<file path="config.mk">
export PLATFORM = sky130hd
export DESIGN_NAME = rgb_led_pulse_encoder_unit
export DESIGN_NICKNAME = d
export VERILOG_FILES = /design/src/design/rlpe_pkg.sv /design/src/design/rlpe_front.sv /design/src/design/rlpe_fifo.sv /design/src/design/rlpe_back.sv /design/src/design/rgb_led_pulse_encoder_unit.sv
export SDC_FILE = /design/constraint.sdc
export NUM_CORES = 1
export LEC_CHECK = 0
export BUFFER_PORTS_ARGS = -buffer_cell sky130_fd_sc_hd__buf_2
export CELL_PAD_IN_SITES_DETAIL_PLACEMENT = 1
export CELL_PAD_IN_SITES_GLOBAL_PLACEMENT = 2
export CORE_UTILIZATION = 25
export DETAILED_ROUTE_END_ITERATION = 8
export GPL_TIMING_DRIVEN = 0
export HOLD_SLACK_MARGIN = 0.06
export PLACE_DENSITY_LB_ADDON = 0.08
export SYNTH_ARGS = -nofsm -noshare
export SYNTH_HDL_FRONTEND = slang
export SYNTH_SLANG_ARGS = --single-unit
</file>
<file path="constraint.sdc">
create_clock -name clk_i -period 5.33 [get_ports clk_i]
set_clock_uncertainty 0.15 [all_clocks]
set_input_delay 1.066 -clock clk_i [delete_from_list [all_inputs] [get_ports clk_i]]
set_output_delay 1.066 -clock clk_i [all_outputs]
set_load 0.01 [all_outputs]
</file>
<file path="src/design/rlpe_pkg.sv">
// Shared package of the RGB LED pulse encoder: word counts, register codes,
// reset values, the queue entry type and the divide-by-100 helper.
// No dependencies.
package rlpe_pkg;

  localparam int unsigned LEAD_WORDS     = 8;
  localparam int unsigned TAIL_WORDS     = 24;
  localparam int unsigned BITS_PER_PIXEL = 24;

  localparam int unsigned MAX_PHASE_A = (LEAD_WORDS > TAIL_WORDS) ? LEAD_WORDS : TAIL_WORDS;
  localparam int unsigned MAX_PHASE   =
    (MAX_PHASE_A > BITS_PER_PIXEL) ? MAX_PHASE_A : BITS_PER_PIXEL;
  localparam int unsigned CNT_W       = $clog2(MAX_PHASE);
  localparam int unsigned BIT_IDX_W   = $clog2(BITS_PER_PIXEL);

  localparam int unsigned PCT_W   = 7;
  localparam int unsigned DUTY_W  = 16;
  localparam int unsigned COLOR_W = 8;
  localparam int unsigned PROD_W  = COLOR_W + PCT_W;

  // floor(x / 100) == (x * 5243) >> 19 for every product below 2^15.
  localparam int unsigned RECIP       = 5243;
  localparam int unsigned RECIP_SHIFT = 19;
  localparam int unsigned RECIP_W     = 13;
  localparam int unsigned SCALED_W    = PROD_W + RECIP_W;

  localparam int unsigned CFG_IDX_W = 2;

  localparam logic [PCT_W-1:0]  PCT_LIMIT       = 7'd70;
  localparam logic [PCT_W-1:0]  PCT_RESET       = 7'd47;
  localparam logic [DUTY_W-1:0] DUTY_ONE_RESET  = 16'd60;
  localparam logic [DUTY_W-1:0] DUTY_ZERO_RESET = 16'd30;

  localparam int unsigned FIFO_DEPTH = 2;
  localparam int unsigned FIFO_PTR_W = $clog2(FIFO_DEPTH);

  typedef enum logic [CFG_IDX_W-1:0] {
    REG_BRIGHTNESS = 2'd0,
    REG_DUTY_ONE   = 2'd1,
    REG_DUTY_ZERO  = 2'd2
  } reg_idx_e;

  typedef struct packed {
    logic [BITS_PER_PIXEL-1:0] grb;
    logic                      frame_start;
    logic                      frame_end;
  } pixel_t;

  typedef struct packed {
    logic full;
    logic empty;
  } fifo_status_t;

  function automatic logic [COLOR_W-1:0] div100(input logic [PROD_W-1:0] prod);
    logic [SCALED_W-1:0] m;
    m = SCALED_W'(prod) * SCALED_W'(RECIP);
    return m[RECIP_SHIFT +: COLOR_W];
  endfunction

endpackage

</file>
<file path="src/design/rlpe_front.sv">
// Front end of the RGB LED pulse encoder: accepts pixels and scales each
// channel by the brightness percentage. Depends on rlpe_pkg.
module rlpe_front import rlpe_pkg::*; (
  input  logic               clk_i,
  input  logic               rst_ni,
  input  logic               push,
  output logic               full,
  input  logic [COLOR_W-1:0] red_i,
  input  logic [COLOR_W-1:0] green_i,
  input  logic [COLOR_W-1:0] blue_i,
  input  logic               frame_start_i,
  input  logic               frame_end_i,
  input  logic [PCT_W-1:0]   pct_i,
  output logic               wr_valid_o,
  output pixel_t             wr_data_o,
  input  logic               wr_ready_i
);

  logic              valid_q, valid_d;
  logic [PROD_W-1:0] prod_r_q, prod_g_q, prod_b_q;
  logic              start_q, end_q;
  logic              adv;

  // The product stage moves on when it is empty or the queue takes its pixel.
  assign adv   = !valid_q || wr_ready_i;
  assign full  = !adv;
  assign valid_d = adv ? push : valid_q;

  always_ff @(posedge clk_i or negedge rst_ni) begin
    if (!rst_ni) begin
      valid_q <= 1'b0;
    end else begin
      valid_q <= valid_d;
    end
  end

  always_ff @(posedge clk_i) begin
    if (adv && push) begin
      prod_r_q <= PROD_W'(red_i) * PROD_W'(pct_i);
      prod_g_q <= PROD_W'(green_i) * PROD_W'(pct_i);
      prod_b_q <= PROD_W'(blue_i) * PROD_W'(pct_i);
      start_q  <= frame_start_i;
      end_q    <= frame_end_i;
    end
  end

  assign wr_valid_o            = valid_q;
  assign wr_data_o.grb         = {div100(prod_g_q), div100(prod_r_q), div100(prod_b_q)};
  assign wr_data_o.frame_start = start_q;
  assign wr_data_o.frame_end   = end_q;

endmodule

</file>
<file path="src/design/rlpe_fifo.sv">
// Short pixel queue between the front and back ends of the encoder.
// Depends on rlpe_pkg.
module rlpe_fifo import rlpe_pkg::*; (
  input  logic         clk_i,
  input  logic         rst_ni,
  input  logic         wr_valid_i,
  input  pixel_t       wr_data_i,
  input  logic         rd_pop_i,
  output pixel_t       rd_data_o,
  output fifo_status_t status_o
);

  pixel_t                mem_q [FIFO_DEPTH];
  logic [FIFO_PTR_W-1:0] wptr_q, rptr_q;
  logic [FIFO_PTR_W:0]   cnt_q;
  logic                  do_wr, do_rd;

  assign status_o.full  = (cnt_q == (FIFO_PTR_W + 1)'(FIFO_DEPTH));
  assign status_o.empty = (cnt_q == '0);
  assign do_wr = wr_valid_i && !status_o.full;
  assign do_rd = rd_pop_i && !status_o.empty;
  assign rd_data_o = mem_q[rptr_q];

  always_ff @(posedge clk_i or negedge rst_ni) begin
    if (!rst_ni) begin
      wptr_q <= '0;
      rptr_q <= '0;
      cnt_q  <= '0;
    end else begin
      if (do_wr) begin
        wptr_q <= wptr_q + 1'b1;
      end
      if (do_rd) begin
        rptr_q <= rptr_q + 1'b1;
      end
      if (do_wr && !do_rd) begin
        cnt_q <= cnt_q + 1'b1;
      end else if (do_rd && !do_wr) begin
        cnt_q <= cnt_q - 1'b1;
      end
    end
  end

  always_ff @(posedge clk_i) begin
    if (do_wr) begin
      mem_q[wptr_q] <= wr_data_i;
    end
  end

endmodule

</file>
<file path="src/design/rlpe_back.sv">
// Back end of the RGB LED pulse encoder: walks the lead, data and tail words
// of each queued pixel into a one-word output register. Depends on rlpe_pkg.
module rlpe_back import rlpe_pkg::*; (
  input  logic              clk_i,
  input  logic              rst_ni,
  input  fifo_status_t      q_status_i,
  input  pixel_t            q_data_i,
  output logic              q_pop_o,
  input  logic [DUTY_W-1:0] duty_one_i,
  input  logic [DUTY_W-1:0] duty_zero_i,
  output logic              empty,
  input  logic              pop,
  output logic [DUTY_W-1:0] duty_o,
  output logic              last_o
);

  typedef enum logic [1:0] {
    PH_LEAD,
    PH_DATA,
    PH_TAIL
  } phase_e;

  phase_e               phase_q, cur_phase, nxt_phase;
  logic [CNT_W-1:0]     cnt_q, cur_cnt, nxt_cnt;
  logic                 busy_q;
  pixel_t               job_q, cur;
  logic                 out_valid_q;
  logic [DUTY_W-1:0]    duty_q, word_duty;
  logic                 last_q, word_last;
  logic                 cur_valid, out_adv, emit;
  logic [BIT_IDX_W-1:0] bit_idx;

  // An idle sequencer works straight from the queue head, so the first word
  // of a pixel goes out in the same cycle the pixel leaves the queue.
  assign cur_valid = busy_q || !q_status_i.empty;
  assign cur       = busy_q ? job_q : q_data_i;
  assign cur_cnt   = busy_q ? cnt_q : '0;
  assign cur_phase = busy_q ? phase_q :
                     ((q_data_i.frame_start && (LEAD_WORDS != 0)) ? PH_LEAD : PH_DATA);
  assign out_adv   = !out_valid_q || pop;
  assign emit      = cur_valid && out_adv;
  assign q_pop_o   = emit && !busy_q;
  assign bit_idx   = BIT_IDX_W'(BITS_PER_PIXEL - 1) - BIT_IDX_W'(cur_cnt);

  always_comb begin
    word_duty = '0;
    word_last = 1'b0;
    nxt_phase = cur_phase;
    nxt_cnt   = cur_cnt + 1'b1;
    case (cur_phase)
      PH_LEAD: begin
        if (cur_cnt == CNT_W'(LEAD_WORDS - 1)) begin
          nxt_phase = PH_DATA;
          nxt_cnt   = '0;
        end
      end
      PH_DATA: begin
        word_duty = cur.grb[bit_idx] ? duty_one_i : duty_zero_i;
        if (cur_cnt == CNT_W'(BITS_PER_PIXEL - 1)) begin
          nxt_cnt = '0;
          if (cur.frame_end && (TAIL_WORDS != 0)) begin
            nxt_phase = PH_TAIL;
          end else begin
            word_last = 1'b1;
          end
        end
      end
      PH_TAIL: begin
        if (cur_cnt == CNT_W'(TAIL_WORDS - 1)) begin
          word_last = 1'b1;
          nxt_cnt   = '0;
        end
      end
      default: begin
        word_last = 1'b1;
        nxt_cnt   = '0;
      end
    endcase
  end

  always_ff @(posedge clk_i or negedge rst_ni) begin
    if (!rst_ni) begin
      busy_q      <= 1'b0;
      phase_q     <= PH_DATA;
      cnt_q       <= '0;
      job_q       <= '0;
      out_valid_q <= 1'b0;
      duty_q      <= '0;
      last_q      <= 1'b0;
    end else begin
      if (emit) begin
        out_valid_q <= 1'b1;
        duty_q      <= word_duty;
        last_q      <= word_last;
        busy_q      <= !word_last;
        job_q       <= cur;
        phase_q     <= nxt_phase;
        cnt_q       <= nxt_cnt;
      end else if (pop) begin
        out_valid_q <= 1'b0;
      end
    end
  end

  assign empty  = !out_valid_q;
  assign duty_o = duty_q;
  assign last_o = last_q;

endmodule

</file>
<file path="src/design/rgb_led_pulse_encoder_unit.sv">
// Top level of the RGB LED pulse encoder: configuration registers and the
// front end, pixel queue and back end. Depends on rlpe_pkg and its modules.
//
// Each pixel transfer (red, green, blue, frame flags) turns into 24 timer
// duty words, green then red then blue, most significant bit first: a set
// bit sends duty_one and a clear bit duty_zero, after each channel has been
// scaled to color * brightness_pct / 100 with truncation. A frame start puts
// 8 zero words in front of the data and a frame end puts 24 zero words after
// it; last_o marks the final word of each pixel. The output register hands
// out one word per cycle while pop is held high, so a pixel takes 24 words, or
// up to 56 with both flags set, and pixels stream without gaps between them.
// A pushed pixel passes one product stage before it is written to the queue
// (the reciprocal multiply sits on the queue's write side), and its first
// word is then registered from the queue head into the output register.
// The push side keeps accepting while a two-entry queue and the product
// stage have room. Configuration writes are always ready; a
// brightness above 70 is stored as 70, unknown indexes are ignored, and
// registers should only change while no pixel is in flight.
module rgb_led_pulse_encoder_unit import rlpe_pkg::*; (
  input  logic                 clk_i,
  input  logic                 rst_ni,
  input  logic                 push,
  output logic                 full,
  input  logic [COLOR_W-1:0]   red_i,
  input  logic [COLOR_W-1:0]   green_i,
  input  logic [COLOR_W-1:0]   blue_i,
  input  logic                 frame_start_i,
  input  logic                 frame_end_i,
  output logic                 empty,
  input  logic                 pop,
  output logic [DUTY_W-1:0]    duty_o,
  output logic                 last_o,
  input  logic                 cfg_valid_i,
  output logic                 cfg_ready_o,
  input  logic [CFG_IDX_W-1:0] cfg_index_i,
  input  logic [DUTY_W-1:0]    cfg_data_i
);

  logic [PCT_W-1:0]  pct_q;
  logic [DUTY_W-1:0] duty_one_q, duty_zero_q;
  logic [PCT_W-1:0]  pct_wr;
  logic              cfg_wr;

  logic         wr_valid;
  pixel_t       wr_data;
  pixel_t       q_data;
  logic         q_pop;
  fifo_status_t q_status;

  assign cfg_ready_o = 1'b1;
  assign cfg_wr      = cfg_valid_i && cfg_ready_o;
  assign pct_wr      = (cfg_data_i[PCT_W-1:0] > PCT_LIMIT) ? PCT_LIMIT : cfg_data_i[PCT_W-1:0];

  always_ff @(posedge clk_i or negedge rst_ni) begin
    if (!rst_ni) begin
      pct_q       <= PCT_RESET;
      duty_one_q  <= DUTY_ONE_RESET;
      duty_zero_q <= DUTY_ZERO_RESET;
    end else if (cfg_wr) begin
      if (cfg_index_i == REG_BRIGHTNESS) begin
        pct_q <= pct_wr;
      end
      if (cfg_index_i == REG_DUTY_ONE) begin
        duty_one_q <= cfg_data_i;
      end
      if (cfg_index_i == REG_DUTY_ZERO) begin
        duty_zero_q <= cfg_data_i;
      end
    end
  end

  rlpe_front u_front (
    .clk_i         (clk_i),
    .rst_ni        (rst_ni),
    .push          (push),
    .full          (full),
    .red_i         (red_i),
    .green_i       (green_i),
    .blue_i        (blue_i),
    .frame_start_i (frame_start_i),
    .frame_end_i   (frame_end_i),
    .pct_i         (pct_q),
    .wr_valid_o    (wr_valid),
    .wr_data_o     (wr_data),
    .wr_ready_i    (!q_status.full)
  );

  rlpe_fifo u_fifo (
    .clk_i      (clk_i),
    .rst_ni     (rst_ni),
    .wr_valid_i (wr_valid),
    .wr_data_i  (wr_data),
    .rd_pop_i   (q_pop),
    .rd_data_o  (q_data),
    .status_o   (q_status)
  );

  rlpe_back u_back (
    .clk_i       (clk_i),
    .rst_ni      (rst_ni),
    .q_status_i  (q_status),
    .q_data_i    (q_data),
    .q_pop_o     (q_pop),
    .duty_one_i  (duty_one_q),
    .duty_zero_i (duty_zero_q),
    .empty       (empty),
    .pop         (pop),
    .duty_o      (duty_o),
    .last_o      (last_o)
  );

endmodule

</file>
==> results.json, run 1 <==
{
  "final_common_cell": "inv_1",
  "io_buffers": 67,
  "core_area_mm2": 0.0906,
  "cp_slowest_cell": "fa_1",
  "syn_to_final_growth_pct": 16.9,
  "timing.rr.end": "u_fifo.mem_q[1][25]",
  "synth_top_area_share_pct": 25.3,
  "viasPerCell": 4.23,
  "holdPathStages": 0,
  "cp.required_ns": 5.39,
  "dpl.hpwl_um": 50700,
  "first_global_vias": 17296,
  "die_h_um": 305,
  "critical_path.top_delay_family": "adder cells",
  "critPathArrivalTime_ns": 5.24,
  "place.gp.congestion": 0.756,
  "finalSetupViolCount": 0,
  "num_vias": 14876,
  "ys.flop_type": "edfxtp_1",
  "slew_viol_final": 0,
  "grt_first_pass_wirelength_um": 100000,
  "clock_path_buffers": 2,
  "tightest_slew_ns": 0.826,
  "drv_cap": 0,
  "outcome": "finished clean",
  "antenna_left": 0,
  "r2r_slack_ns": 0.14,
  "root_buffer": "clkbuf_16",
  "layout-drive-gt1-share_pct": 15.9,
  "ys_ff_latch": 194,
  "synth-async-reset-ratio_pct": 49.0,
  "clkTransAtPathRegs_ns": 0.08,
  "syn-num-nets": 2885,
  "rows": 110,
  "yosysSeqAreaShare_pct": 23.3,
  "rsz0062_at_grt": "yes",
  "grt_usage_pct": 14.0,
  "hold_viol": 0,
  "grt_max_degree": 52,
  "hp-class": "reg2reg",
  "first_iter_violations": 311,
  "first_pass_iters": 4,
  "max_stage_delay_ns": 0.55,
  "yosys_warnings": 0,
  "synth_top_cell_by_area": "fa_1",
  "n_antenna_cell": 0,
  "worstHoldEndpoint": "u_fifo.mem_q[1][1]",
  "relSlewSlack_pct": 44.9,
  "period_needed_ns": 5.19,
  "numCtsBuffers": 17,
  "route.detailed.drc": 0,
  "final_cell_mix": "inv_1, ha_1, fa_1",
  "max_freq_ghz": 0.193,
  "synth_edf_count": 99,
  "clk_latency_ns": 0.48,
  "worstReg2RegStart": "u_front.prod_g_q[12]",
  "startpoint_type": "register",
  "dp.cells": 3391,
  "syn_inst": 2145,
  "r2r_cells": 18,
  "fin_crit_sh_pct": 97.4,
  "worstHoldStart": "u_front.start_q",
  "num_io_pins": 69,
  "path_buf_inv": 5,
  "antenna_found_initial": 1,
  "crit_type": "reg2reg",
  "yosys-top-cells-area": "fa_1, ha_1, edfxtp_1",
  "yosysUniqueCellTypes": 63,
  "cts_max_level": 4,
  "path_cells": "buf_6 -> fa_1 -> ha_1 -> inv_2 -> fa_1 -> inv_2 -> fa_1 -> inv_2 -> fa_1 -> inv_2 -> ha_4 -> a21oi_2 -> o21ai_1 -> a221o_1 -> o41ai_4 -> nor2_1 -> a2111oi_2 -> xnor2_1",
  "die_w_um": 305,
  "cts_tree": "built",
  "routed_wl_um": 62000,
  "final_cells": 3513,
  "whs_ns": 0.310,
  "fp.dieArea_mm2": 0.0933,
  "cp.depth": 18,
  "initial_utilization_pct": 25.4,
  "grt.overflow.total": 0,
  "cts_num_sinks": 194,
  "crit_path_end_kind": "register",
  "avgSynthCellArea_um2": 10.7,
  "finalNetCount": 3064,
  "avgRoutedWirePerCell_um": 17.7,
  "worstPathMaxFanout": 4,
  "syn_area_mm2": 0.0230
}
cells in the mapped netlist, drive strengths merged (3+ instances only):
| master | number |
|---|---|
| inv | 483 |
| ha | 400 |
| fa | 291 |
| nand2 | 125 |
| and2 | 105 |
| edfxtp | 99 |
| dfrtp | 81 |
| nor2 | 68 |
| a21oi | 60 |
| xnor2 | 60 |
| mux2i | 45 |
| mux2 | 33 |
| clkbuf | 30 |
| o21ai | 24 |
| o31ai | 21 |
| nor3 | 19 |
| a21o | 18 |
| nand3 | 18 |
| dfstp | 14 |
| xor2 | 14 |
| o21a | 11 |
| buf | 10 |
| nor2b | 10 |
| and3 | 8 |
| nand2b | 8 |
| or2 | 8 |
| mux4 | 7 |
| or3 | 7 |
| a31oi | 6 |
| nand4 | 6 |
| o21bai | 5 |
| o41ai | 5 |
| a211oi | 4 |
| a2111oi | 3 |
| a221o | 3 |
| and4 | 3 |
| nand3b | 3 |
| nor4 | 3 |
| o311a | 3 |
flip-flops by register name (all words and copies together) (netlist names), 2 cells and up:
name	cells
duty_one_q	16
u_fifo.mem_q	52
u_front.prod_b_q	15
u_back.cnt_q	5
u_fifo.cnt_q	2
pct_q	7
duty_zero_q	16
u_back.phase_q	2
u_front.prod_r_q	15
u_front.prod_g_q	15
u_back.job_q	25
u_back.duty_o	16
how the worst max path moves through the flow:
stage,startpoint,to
2_1_floorplan,u_front.prod_b_q[9],u_fifo.mem_q[0][9]
3_3_place_gp,u_front.prod_b_q[11],u_fifo.mem_q[1][9]
3_5_place_dp,u_front.prod_b_q[11],u_fifo.mem_q[1][9]
4_1_cts,u_front.prod_g_q[12],u_fifo.mem_q[0][25]
5_1_grt,u_front.prod_g_q[12],u_fifo.mem_q[0][25]
6_report,u_front.prod_g_q[12],u_fifo.mem_q[1][25]
through the flow:
| stage | setup TNS [ns] | worst slack [ns] | util, % | cell area (um^2) |
|---|---|---|---|---|
| global placement | -13.51 | -0.789 | 27.4 | 24800 |
| floorplan | 0 | 0.0393 | - | 23000 |
| finish | 0 | 0.141 | 29.7 | 26900 |
| CTS | 0 | 0.00102 | 28.9 | 26200 |
| detailed placement | -15.03 | -0.764 | 27.5 | 24900 |
| global route | -0.365 | -0.120 | 29.7 | 26900 |
routing by layer:
layer,wire length (um),GRT usage (%)
met1,31100,19.1
met3,583,1.52
met4,437,2.24
met2,29900,23.9
met5,0,0
layout make-up:
type | instances | area [um^2]
well taps | 1176 | 1470
repair buffers | 160 | 1130
plain buffers | 40 | 214
clock buffers | 20 | 468
multi-input cells | 1427 | 16300
fillers | 10111 | 63700
flip-flops and latches | 194 | 5370
inverters | 484 | 1820
clock inverters | 12 | 115
timing repair:
action                     4_1_cts  5_1_grt
setup endpoints to repair       53       32
pin swaps                       28       53
buffers inserted                60       30
gates resized for setup         52      100
hold buffers                     0        0
gates cloned                     0        0
cells by family after synthesis:
| kind of cell | synth area share, % |
|---|---|
| DFF | 23.3 |
| muxes | 4.26 |
| and+or+nand+nor | 8.49 |
| buffers and inverters | 8.66 |
| other | 0.0163 |
| AOI/OAI and AO/OA | 5.38 |
| xor gates and xnor gates | 2.82 |
| adders and majority gates | 47.1 |
Power of run 1 is not shown: default switching activity piles up to over one toggle a cycle in this logic, so the estimate is an artifact.
==> run 2: changes to the inputs <==
Settings changed: CAP_MARGIN set to 10, CELL_PAD_IN_SITES_DETAIL_PLACEMENT 1 to not set, CELL_PAD_IN_SITES_GLOBAL_PLACEMENT 2 to not set.
==> results.json, run 2 (synthesized netlist as in run 1, its figures left out) <==
{
  "initial_utilization_pct": 25.4,
  "numCtsBuffers": 17,
  "first_pass_iters": 4,
  "antenna_left": 0,
  "place.gp.congestion": 0.764,
  "post_dp_cell_area_mm2": 0.0249,
  "tightest_slew_ns": 0.826,
  "dp.cells": 3391,
  "finalNetCount": 3063,
  "cp_slowest_cell": "fa_1",
  "startpoint_type": "register",
  "n_antenna_cell": 0,
  "r2r_cells": 18,
  "path_cells": "buf_6 -> fa_1 -> ha_1 -> inv_2 -> fa_1 -> inv_1 -> fa_1 -> inv_1 -> fa_1 -> inv_2 -> ha_4 -> a21oi_4 -> o21ai_2 -> a221o_1 -> o41ai_4 -> nor2_1 -> a2111oi_2 -> xnor2_1",
  "core_area_mm2": 0.0906,
  "final_cells": 3512,
  "antenna_found_initial": 1,
  "largest_reg_flops": 52,
  "r2r_slack_ns": -0.008,
  "route.detailed.drc": 0,
  "syn_to_final_growth_pct": 16.2,
  "fin_crit_sh_pct": 100,
  "cts_max_level": 4,
  "largestRegisters": "u_fifo.mem_q: 52 flops, u_back.job_q: 25 flops",
  "top_register": "u_fifo.mem_q",
  "io_buffers": 67,
  "routed_wl_um": 56800,
  "grt_first_pass_wirelength_um": 92800,
  "startpoint": "u_front.prod_g_q[12]",
  "crit_type": "reg2reg",
  "num_vias": 14647,
  "fin_ws_ns": -0.00758,
  "cts_tree": "built",
  "slew_viol_final": 0,
  "grt.overflow.total": 0,
  "utilization_pct": 29.5,
  "rsz0062_at_grt": "yes",
  "max_stage_delay_ns": 0.53,
  "worstReg2RegStart": "u_front.prod_g_q[12]",
  "first_iter_violations": 408,
  "clock_path_buffers": 2,
  "final_common_cell": "inv_1",
  "worstPathMaxFanout": 4,
  "final_cell_mix": "inv_1, ha_1, fa_1",
  "finalSetupViolCount": 2,
  "clkTransAtPathRegs_ns": 0.09,
  "avgRoutedWirePerCell_um": 16.2,
  "fp.dieArea_mm2": 0.0933,
  "timing.rr.end": "u_fifo.mem_q[0][25]",
  "rows": 110,
  "holdPathStages": 0,
  "cts_num_sinks": 194,
  "crit_top_cell": "fa_1",
  "final_cell_area_mm2": 0.0267,
  "layout-drive-gt1-share_pct": 15.2,
  "relSlewSlack_pct": 45.0,
  "outcome": "finished with violations",
  "period_needed_ns": 5.34,
  "drv_cap": 0,
  "viasPerCell": 4.17,
  "violations": "setup timing",
  "cp.required_ns": 5.41,
  "crit_path_end": "u_fifo.mem_q[0][25]",
  "hold_viol": 0,
  "first_global_vias": 16464,
  "die_w_um": 305,
  "num_io_pins": 69,
  "clk_latency_ns": 0.50,
  "fill_cells": 9427,
  "dpl.hpwl_um": 46300,
  "root_buffer": "clkbuf_16",
  "max_freq_ghz": 0.187,
  "crit_path_end_kind": "register",
  "grt_max_degree": 53,
  "die_h_um": 305,
  "grt_usage_pct": 12.9,
  "hp-class": "reg2reg",
  "critPathArrivalTime_ns": 5.42
}
-- run 2: how the worst min path moves through the flow --
stage / startpoint / slack [ns] / to
2_1_floorplan: u_front.end_q / 0.27 / u_fifo.mem_q[0][0]
3_3_place_gp: u_front.start_q / 0.28 / u_fifo.mem_q[1][1]
3_5_place_dp: u_front.end_q / 0.29 / u_fifo.mem_q[0][0]
4_1_cts: u_front.end_q / 0.33 / u_fifo.mem_q[0][0]
5_1_grt: u_front.end_q / 0.35 / u_fifo.mem_q[0][0]
6_report: u_front.start_q / 0.33 / u_fifo.mem_q[1][1]
-- run 2: metal layers --
metal | part of all wire, % | wire length, um | GRT usage [%] | vias to the layer above
met5 | 0 | 0 | 0 | -
met4 | 1.0 | 569 | 2.76 | 0
met3 | 1.4 | 785 | 1.49 | 25
met2 | 47 | 26900 | 21.4 | 95
met1 | 50 | 28600 | 18.0 | 7273
li1 | - | - | - | 7254
-- run 2: layout make-up --
cell class	count	area, um^2	area share, %
plain buffers	40	201	0.753
clock buffers	18	439	1.64
clock inverters	14	174	0.650
inverters	484	1820	6.79
multi-input cells	1427	16200	60.5
flip-flops and latches	194	5370	20.1
well taps	1176	1470	5.50
repair buffers	159	1100	4.13
-- run 2: worst max-delay path, delay by kind of cell, from the launching register on --
kind            cells  cell delay (ns)
fa+ha+maj           6             2.51
compound gates      5             1.30
buf+inv             5             0.37
flops               1             0.51
xor+xnor            1             0.13
simple gates        1             0.10
-- run 2: timing repair --
action	4_1_cts	5_1_grt
setup endpoints to repair	44	38
setup buffers	56	33
pin swaps	17	43
gates resized for setup	31	96
hold buffers	0	0
-- run 2: through the flow --
stage / TNS [ns] / hold slack, ns / setup slack, ns
6_report: -0.0151 / 0.328 / -0.00758
5_1_grt: -0.989 / 0.350 / -0.261
4_1_cts: 0 / 0.330 / 0.00212
3_5_place_dp: -9.08 / 0.288 / -0.771
3_3_place_gp: -10.14 / 0.280 / -0.753
2_1_floorplan: 0 / 0.271 / 0.0393
Power of run 2 is left out for the same reason.
